`config.mk`:
```
export PLATFORM = sky130hd
export DESIGN_NAME = gnf_accum
export DESIGN_NICKNAME = d
export VERILOG_FILES = /design/src/rtl/gnf_accum.sv
export SDC_FILE = /design/constraint.sdc
export NUM_CORES = 1
export LEC_CHECK = 0
export ABC_AREA = 0
export BUFFER_PORTS_ARGS = -buffer_cell sky130_fd_sc_hd__buf_4
export CORE_ASPECT_RATIO = 1.2
export CORE_MARGIN = 4
export CORE_UTILIZATION = 53
export DETAILED_ROUTE_END_ITERATION = 10
export PLACE_DENSITY = 0.8
export SLEW_MARGIN = 20
export SYNTH_ARGS = -nofsm -noshare
export SYNTH_HDL_FRONTEND = slang
export SYNTH_SLANG_ARGS = --single-unit
```
`constraint.sdc`:
```
create_clock -name clock -period 3.18 [get_ports clock]
set_clock_uncertainty 0.05 [all_clocks]
set_input_delay 0.318 -clock clock [delete_from_list [all_inputs] [get_ports clock]]
set_output_delay 0.318 -clock clock [all_outputs]
set_load 0.1 [all_outputs]
```
`src/rtl/gnf_accum.sv`:
```
// ----------------------------------------------------------------------------
// gnf_accum: shared saturating norm adder
// adds one body symbol norm a cycle, while add is high, into the running production sum
// ----------------------------------------------------------------------------
module gnf_accum #(
   parameter int NORM_BITS = 16
) (
   input  logic                 clock,
   input  logic                 init,
   input  logic                 add,
   input  logic [NORM_BITS-1:0] operand,
   output logic [NORM_BITS-1:0] sum,
   output logic                 undef
);
   logic [NORM_BITS-1:0] sum_ff, sum_in;
   logic                 undef_ff, undef_in;
   logic [NORM_BITS:0]   wide;

   assign wide = {1'b0, sum_ff} + {1'b0, operand};

   always_comb begin
      sum_in   = sum_ff;
      undef_in = undef_ff;
      if (init) begin
         sum_in   = NORM_BITS'(1);
         undef_in = 1'b0;
      end else if (add) begin
         if (operand == '0) begin
            undef_in = 1'b1;
         end
         sum_in = wide[NORM_BITS] ? '1 : wide[NORM_BITS-1:0];
      end
   end

   always_ff @(posedge clock) begin
      sum_ff   <= sum_in;
      undef_ff <= undef_in;
   end

   assign sum   = sum_ff;
   assign undef = undef_ff;
endmodule

```
==> results by group, run 1 <==
Outcome
  – Outcome: complete, no violations

Final layout
  – Fraction of layout cells with a size suffix above 1: between 30 and 40%
  – Register area: 340 sq um
  – Multi-input logic area: roughly 0.0011 sq mm
  – Final nets: 231
  – P&R area growth vs syn: 21.2%
  – Fillers: 235
  – # diodes: 0

Global routing
  – First-pass GRT wire length: slightly above 6000 um
  – Total gr overflow: 0
  – Largest net degree at the start of global routing: 19
  – Vias in the first global route: 1,417
  – Initial antenna violation count: 0
  – Overall global routing resource usage: between 20% and 30%

Yosys
  – Async SR Flop Fraction: 0%
  – Register area share after synthesis: roughly a quarter
  – Post-synth EDFFs: 0
  – Yosys top cell area share: a little under a quarter
  – Most frequent cell after synthesis: nor2_1
  – Syn avg cell area: 8.97 sq um
  – Post-Syn Area: about 0.0014 sq mm
  – Syn nets: 196
  – Ys flop type: dfxtp_1
  – Flops & latches, synth: 17
  – Commonest cells post-synth: nor2_1, dfxtp_1, ha_1
  – Gate Count Post-Synth: between 150 and 200
  – Warnings from Yosys: 0
  – Post-synthesis cell type count: 43
  – Area contributors post-synth: dfxtp_1, ha_1, a211oi_2, nor2_1, xnor2_1
  – Post-synth top area cell: dfxtp_1

STA
  – Setup tns final: 0 ns
  – Final Cycle Share: about 79%
  – Max-slew headroom: between 60% and 70%
  – Worst Max-Slew Pin Slew: 0.489 ns
  – Hold Slack: roughly 0.28 ns
  – Final Hold Fails: 0
  – Max Clock Freq: ~400 MHz
  – Tmin final: approximately 2.5 ns
  – RSZ-0062 raised after global routing: no
  – Final setup viols: 0
  – Final Max Slew Viols: 0

Placement
  – Port bufs: 35
  – DP Wirelength: 2690 um
  – Routability cong.: 0.889

Die
  – Row count: 20
  – Core ar.: 0.00255 sq mm
  – Chip width: 55.5 um
  – Starting Density: 56.2%
  – IO Pins: 36
  – Die Y-Extent: about 65 um
  – Die area: 0.00361 sq mm

CTS
  – Setup Buffers After CTS: 0
  – Clk_lat worst skew: slightly above 0.3 ns
  – Root Buffer: clkbuf_4
  – Clk sink count: 17
  – Worst-path clk slew: 0.11 ns
  – H-tree Lvls: 1
  – CTS Buffer Depth: 2
  – CTS tree: yes
  – CTS Buf Count: 3
  – Post-CTS sizing: 0
  – Cts hold-fix bufs: 0

Critical path
  – CP Max Fanout: 14
  – Element type at the critical path start: register
  – Worst EP arrival: 2.64 ns
  – Crit path capture type: register
  – Register-to-register setup slack: 0.66 ns
  – Critical path type: reg -> reg
  – WP data required: roughly 3.3 ns

Routing
  – Vias: 1,335
  – Antenna Violating Nets Remaining: 0
  – Total Wirelength: approximately 3400 um
  – Routed len/inst: about 15 um
  – Starting DRT DRC Count: 27
  – DR pass1 iterations: 4
  – # DRC: 0
  – Vias/cell: 5.88

Pwr
  – Pleak: 0.746 nW
  – PD cells: 573 mW/mm^2
  – VDD IR max: approximately 430 uV

Min path
  – Hold WC Path Type: in -> reg

Flow run
  – Max cap viols: 0
[logic make-up after synthesis]
| group | count (synthesis) | synth area share (%) |
|---|---|---|
| buf+inv | 9 | 2.88 |
| simple gates | 47 | 15.7 |
| flops | 17 | 23.7 |
| fa+ha+maj | 17 | 15.3 |
| compound gates | 56 | 33.8 |
| xor+xnor | 14 | 8.54 |
[final cells by class]
cell class / instances / area share (%)
Sequential cell: 17 / 19.6
Clock buffer: 4 / 1.51
Inverter: 4 / 0.863
Tap cell: 33 / 2.37
Timing Repair Buffer: 35 / 15.1
Multi-Input combinational cell: 134 / 60.6
[worst paths after layout]
kind | from | end | cells after the start
worst max-delay path | sum[0]$_SDFFE_PP1P_ | sum[5]$_SDFFE_PP0P_ | 8
worst min register to register | undef$_SDFFE_PP0P_ | undef$_SDFFE_PP0P_ | 2
worst max register to register | sum[0]$_SDFFE_PP1P_ | sum[5]$_SDFFE_PP0P_ | 8
worst min-delay path | operand[3] | undef$_SDFFE_PP0P_ | 4
[flip-flops by register name, indices dropped and copies added (netlist names)]
name   count
sum       16
undef      1
[cells in the final DEF (no fill, tap or decap), types with 4 or more instances in the layout]
master / netlist / routed
xnor2_1: 7 / 7
dfxtp_1: 17 / 17
o21ai_0: 4 / 4
nand3_1: 4 / 4
buf_4: 0 / 35
xor2_1: 7 / 7
nand2_1: 6 / 6
a211oi_2: 10 / 10
nor3_1: 5 / 5
a211oi_1: 4 / 4
nor2_1: 22 / 22
inv_1: 4 / 4
a21oi_1: 12 / 12
ha_1: 16 / 16
[per-stage QoR]
stage | power (mW) | utilization (%) | instance area (sq um) | instances | setup WS, ns
2_1_floorplan | 0.757 | - | 1440 | 160 | 0.448
3_3_place_gp | 0.862 | 67.1 | 1710 | 223 | 0.639
3_5_place_dp | 0.872 | 67.1 | 1710 | 223 | 0.547
4_1_cts | 1.00 | 68.1 | 1740 | 227 | 0.663
5_1_grt | 1.06 | 68.1 | 1740 | 227 | 0.505
6_report | 0.997 | 68.1 | 1740 | 227 | 0.664
[power by group]
part / total [mW] / switching, mW / internal, mW
sequential: 0.264 / 0.0234 / 0.241
clock: 0.128 / 0.0785 / 0.0490
combinational: 0.605 / 0.413 / 0.192
[worst max-delay path, stage by stage, from the launching register on]
cell,delay (ns)
dfxtp_1,0.34
ha_1,0.21
fa_1,0.40
a21oi_1,0.28
o211ai_2,0.16
a21oi_4,0.22
a31oi_4,0.13
nor2_4,0.44
a211oi_1,0.15
[layer usage]
metal	GRT usage (%)	wire length, um
met2	39.2	1770
met5	0	0
met4	10.6	80
met3	3.19	140
met1	23.6	1430
No activity file was read; power rests on OpenSTA's default activity.
==> inputs of run 2 (changes only) <==
- CORE_UTILIZATION: 53 -> 48
- PLACE_DENSITY: 0.8 -> 0.76
- clock period: 3.18 -> 2.27 ns (I/O delays scaled with it)
==> results by group, run 2 (same netlist as run 1, synthesis figures left out) <==
CTS
  – Worst-path clk slew: 0.11 ns
  – Root Buffer: clkbuf_4
  – Cts hold-fix bufs: 0
  – CTS Buf Count: 3
  – Clk_lat worst skew: 0.30 ns
  – Clk sink count: 17
  – CTS tree: yes
  – H-tree Lvls: 1
  – CTS Buffer Depth: 2

Global routing
  – Overall global routing resource usage: 19.7%
  – Largest net degree at the start of global routing: 19
  – Vias in the first global route: 1,396
  – Total gr overflow: 0
  – Initial antenna violation count: 0
  – First-pass GRT wire length: approximately 6000 um

Final layout
  – Register area: 369 sq um
  – # diodes: 0
  – Multi-input logic area: approximately 0.0011 sq mm
  – Most frequent cells in the layout: buf_4, nor2_1, ha_1
  – Post-route cell area: 0.00183 sq mm
  – P&R area growth vs syn: 27.6%
  – Final Util: 64.5%
  – Max reg flops: 16
  – Fillers: ~240
  – Fraction of layout cells with a size suffix above 1: 42.1%
  – Most common cell after layout, fill and taps aside: buf_4
  – Final nets: 234

Pwr
  – Sequential group share of total power: 26.2%
  – Pleak: 0.773 nW
  – Cell Int Power: 0.701 mW
  – PD cells: 786 mW/mm^2
  – Psw: between 0.7 and 0.8 mW
  – Comb power frac: approximately 62%
  – Clock power share: 12.1%
  – Net Sw Frac: about half
  – VDD IR max: ~490 uV

STA
  – Final setup viols: 0
  – Tmin final: 2.18 ns
  – Final Max Slew Viols: 0
  – Max Clock Freq: 459 MHz
  – Final Hold Fails: 0
  – Worst Max-Slew Pin Slew: between 0.3 and 0.4 ns
  – Final Cycle Share: approximately 96%
  – Max-slew headroom: 75.4%

Placement
  – Port bufs: 35
  – Routability cong.: 0.837
  – Dpl cell area: 0.00176 sq mm
  – DP Wirelength: 2830 um

Die
  – Starting Density: 50.6%
  – Die area: 0.00393 sq mm
  – Row count: 21
  – IO Pins: 36
  – Core ar.: 0.00284 sq mm
  – Die Y-Extent: 67.9 um
  – Chip width: 57.9 um

Critical path
  – Element type at the critical path start: register
  – CP Max Fanout: 8
  – Critical path type: reg -> reg
  – Worst EP arrival: about 2.3 ns
  – Crit path capture type: register
  – WP data required: approximately 2.4 ns

Flow run
  – Max cap viols: 0

Routing
  – Total Wirelength: 3690 um
  – Routed len/inst: 16.0 um
  – DR pass1 iterations: 4
  – Vias/cell: 5.98
  – Antenna Violating Nets Remaining: 0
  – Vias: ~1,400
  – # DRC: 0
  – Starting DRT DRC Count: 38

Outcome
  – Outcome: complete, no violations

Min path
  – Hold WC Path Type: in -> reg
run 2: cell types whose count changed in the layout (fill, tap and decap cells not counted), moves of 2 or more:
cell,before,now
a21oi_4,1,3
dfxtp_1,17,2
buf_6,0,2
dfxtp_2,0,11
dfxtp_4,0,4
run 2: through the flow:
| stage | power, mW | setup slack (ns) | hold slack, ns | std cells | setup TNS [ns] |
|---|---|---|---|---|---|
| floorplan | 1.07 | 0.00105 | 0.398 | 160 | 0 |
| global placement | 1.23 | 0.0301 | 0.403 | 226 | 0 |
| detailed placement | 1.24 | -0.00294 | 0.416 | 226 | -0.00294 |
| CTS | 1.42 | 0.0130 | 0.201 | 230 | 0 |
| global route | 1.53 | -0.0247 | 0.208 | 231 | -0.0739 |
| finish | 1.44 | 0.0903 | 0.211 | 231 | 0 |
run 2: final timing paths:
check,cells after the start,start,slack (ns),endpoint
max,9,sum[0]$_SDFFE_PP1P_,0.09,sum[4]$_SDFFE_PP0P_
min,2,init,0.21,sum[12]$_SDFFE_PP0P_
max reg2reg,9,sum[0]$_SDFFE_PP1P_,0.09,sum[4]$_SDFFE_PP0P_
min reg2reg,2,undef$_SDFFE_PP0P_,0.44,undef$_SDFFE_PP0P_
run 2: power by group through the flow:
stage	Combinational (mW)	Clock [mW]	Sequential (mW)
CTS	0.863	0.181	0.378
finish	0.888	0.173	0.377
floorplan	0.417	0	0.656
global placement	0.844	0	0.381
detailed placement	0.858	0	0.384
global route	0.947	0.196	0.384
run 2: worst max-delay path, cell delays in order (launching register included):
cell	delay (ns)
dfxtp_4	0.37
ha_2	0.18
fa_2	0.38
a21oi_4	0.19
o211ai_2	0.14
a21oi_4	0.22
a31oi_4	0.13
nor2_4	0.16
buf_6	0.16
a211oi_1	0.08
run 2: layout make-up:
cell class                 count  share of cell area (%)
clock buffer                   3                    1.23
clock inverter                 1                   0.273
inverter                       4                   0.820
multi-input combinational    134                    59.2
sequential                    17                    20.2
tap                           34                    2.32
timing repair buffer          38                    16.0
run 2: what timing repair did:
action | in CTS | in global routing
buffers inserted | 0 | 1
gates resized for setup | 1 | 6
pin swaps | 0 | 2
setup endpoints to repair | 1 | 14
run 2: layer usage:
metal  global-route usage [%]  wire (um)  vias to the layer above
met3                     3.58        197                        9
met4                     8.12         73                        0
li1                         -          -                      674
met5                        0          0                        -
met1                     22.3       1510                      657
met2                     36.2       1910                       42
==> inputs of run 3 (changes only) <==
- CORE_UTILIZATION: 48 -> 40
- PLACE_DENSITY: 0.76 -> 0.65
==> results by group, run 3 (same netlist as run 1, synthesis figures left out) <==
Final layout
  – Most common cell after layout, fill and taps aside: buf_4
  – # diodes: 0
  – Register area: about 370 sq um
  – P&R area growth vs syn: 30.3%
  – Fraction of layout cells with a size suffix above 1: 41.9%
  – Max reg flops: 16
  – Final nets: roughly 240
  – Fillers: about 320
  – Multi-input logic area: 0.00108 sq mm
  – Most frequent cells in the layout: buf_4, nor2_1, ha_1

Critical path
  – Critical path type: reg -> reg
  – RR Endpoint: sum[8]$_SDFFE_PP0P_
  – Buffers & Inverters on Critical Path: 0
  – CP Max Fanout: 3
  – Worst EP arrival: 2.28 ns
  – Critical path's slowest cell: fa_2
  – Crit path capture type: register
  – Worst path top cell family by delay: compound AO/OA/AOI/OAI gates
  – FF-to-FF path depth: 8
  – Worst r2r src: sum[0]$_SDFFE_PP1P_
  – WP data required: around 2.4 ns
  – CP max stage delay: 0.38 ns
  – Element type at the critical path start: register
  – Register-to-register setup slack: 0.11 ns
  – Worst-path cell chain: ha_2, fa_2, a21oi_4, o21ai_1, a2111oi_2, nor3_1, xnor2_1, a211oi_2

Flow run
  – Max cap viols: 0

STA
  – Final Cycle Share: 95.0%
  – Tmin final: 2.16 ns
  – Final Max Slew Viols: 0
  – Final setup margin: 0.114 ns
  – Final setup viols: 0
  – RSZ-0062 raised after global routing: yes
  – Final Hold Fails: 0
  – Max-slew headroom: 70.8%
  – Worst Max-Slew Pin Slew: 0.434 ns
  – Max Clock Freq: 464 MHz
  – Hold Slack: 0.253 ns

Placement
  – Port bufs: 35
  – Pre-CTS setup slack: -0.0184 ns
  – Routability cong.: 0.896
  – DP Wirelength: 2810 um

Die
  – Die Y-Extent: about 74 um
  – Core ar.: approximately 0.0034 sq mm
  – Chip width: about 63 um
  – Starting Density: 42.3%
  – Row count: 23
  – Die area: 0.00461 sq mm
  – IO Pins: 36

Routing
  – Routed len/inst: 15.3 um
  – # DRC: 0
  – Antenna Violating Nets Remaining: 0
  – DR pass1 iterations: 4
  – Starting DRT DRC Count: 37
  – Total Wirelength: 3590 um
  – Vias: around 1,400
  – Vias/cell: approximately 5.8

Pwr
  – Sequential group share of total power: 25.1%
  – Net Sw Frac: 48.8%
  – Psw: roughly 0.73 mW
  – Pleak: 0.787 nW
  – VDD IR max: 330 uV
  – PD cells: between 800 and 900 mW/mm^2
  – Clock power share: 15.6%
  – Comb power frac: 59.3%
  – Cell Int Power: 0.769 mW

Global routing
  – Largest net degree at the start of global routing: 19
  – First-pass GRT wire length: roughly 6000 um
  – Initial antenna violation count: 0
  – Total gr overflow: 0
  – Overall global routing resource usage: 16.1%
  – Vias in the first global route: 1,325

Min path
  – Worst hold endpoint: undef$_SDFFE_PP0P_
  – Hold Crit Start: operand[3]
  – Hold WC Path Type: in -> reg
  – Hold Crit Depth: 4

CTS
  – Cts hold-fix bufs: 0
  – Worst-path clk slew: 0.07 ns
  – Clk_lat worst skew: 0.26 ns
  – CTS tree: yes
  – Clk sink count: 17
  – CTS Buffer Depth: 2
  – CTS Buf Count: 3
  – Root Buffer: clkbuf_8
  – H-tree Lvls: 1

Outcome
  – Outcome: complete, no violations
==> run 3: timing repair <==
action,in CTS,in global routing
setup endpoints to repair,0,14
buffers inserted,0,1
gates resized for setup,0,4
==> run 3: layout make-up <==
type | instances | area share (%)
tap | 37 | 2.48
inverter | 4 | 0.803
multi-input combinational | 134 | 57.6
sequential | 17 | 19.7
timing repair buffer | 39 | 17.0
clock buffer | 4 | 2.41
==> run 3: per-layer routing <==
metal | vias up | global-route usage (%) | routed length, um
met5 | - | 0 | 0
met3 | 2 | 3.06 | 236
met4 | 0 | 4.90 | 27
met2 | 37 | 28.6 | 1770
met1 | 636 | 19.9 | 1550
li1 | 677 | - | -
==> run 3: how the worst max path moves through the flow <==
stage                        startpoint                   end  depth (start not counted)
global route        sum[0]$_SDFFE_PP1P_   sum[8]$_SDFFE_PP0P_                          8
finish              sum[0]$_SDFFE_PP1P_   sum[8]$_SDFFE_PP0P_                          8
CTS                 sum[0]$_SDFFE_PP1P_   sum[8]$_SDFFE_PP0P_                          8
detailed placement           operand[0]   sum[8]$_SDFFE_PP0P_                          9
global placement             operand[0]   sum[8]$_SDFFE_PP0P_                          9
floorplan           sum[8]$_SDFFE_PP0P_  sum[15]$_SDFFE_PP0P_                          7
==> run 3: power by group through the flow <==
| stage | combinational, mW | clock (mW) | sequential [mW] |
|---|---|---|---|
| 5_1_grt | 0.956 | 0.255 | 0.386 |
| 6_report | 0.891 | 0.234 | 0.378 |
| 3_5_place_dp | 0.869 | 0 | 0.385 |
| 2_1_floorplan | 0.417 | 0 | 0.656 |
| 4_1_cts | 0.876 | 0.242 | 0.378 |
| 3_3_place_gp | 0.864 | 0 | 0.382 |
==> run 3: worst min-delay path, stage by stage <==
cell and delay [ns]:
buf_4 0.09, nor2_1 0.04, a31oi_1 0.12, nor2_1 0.04
==> run 3: stage by stage <==
step	util [%]	instance area, sq um	TNS [ns]	instances	power [mW]
after global routing	55.0	1870	-0.00966	235	1.60
after detailed placement	53.0	1800	-0.0184	230	1.25
after floorplan	-	1470	0	160	1.07
final	55.0	1870	0	235	1.50
after global placement	53.0	1800	0	230	1.25
after CTS	54.3	1850	0	234	1.50
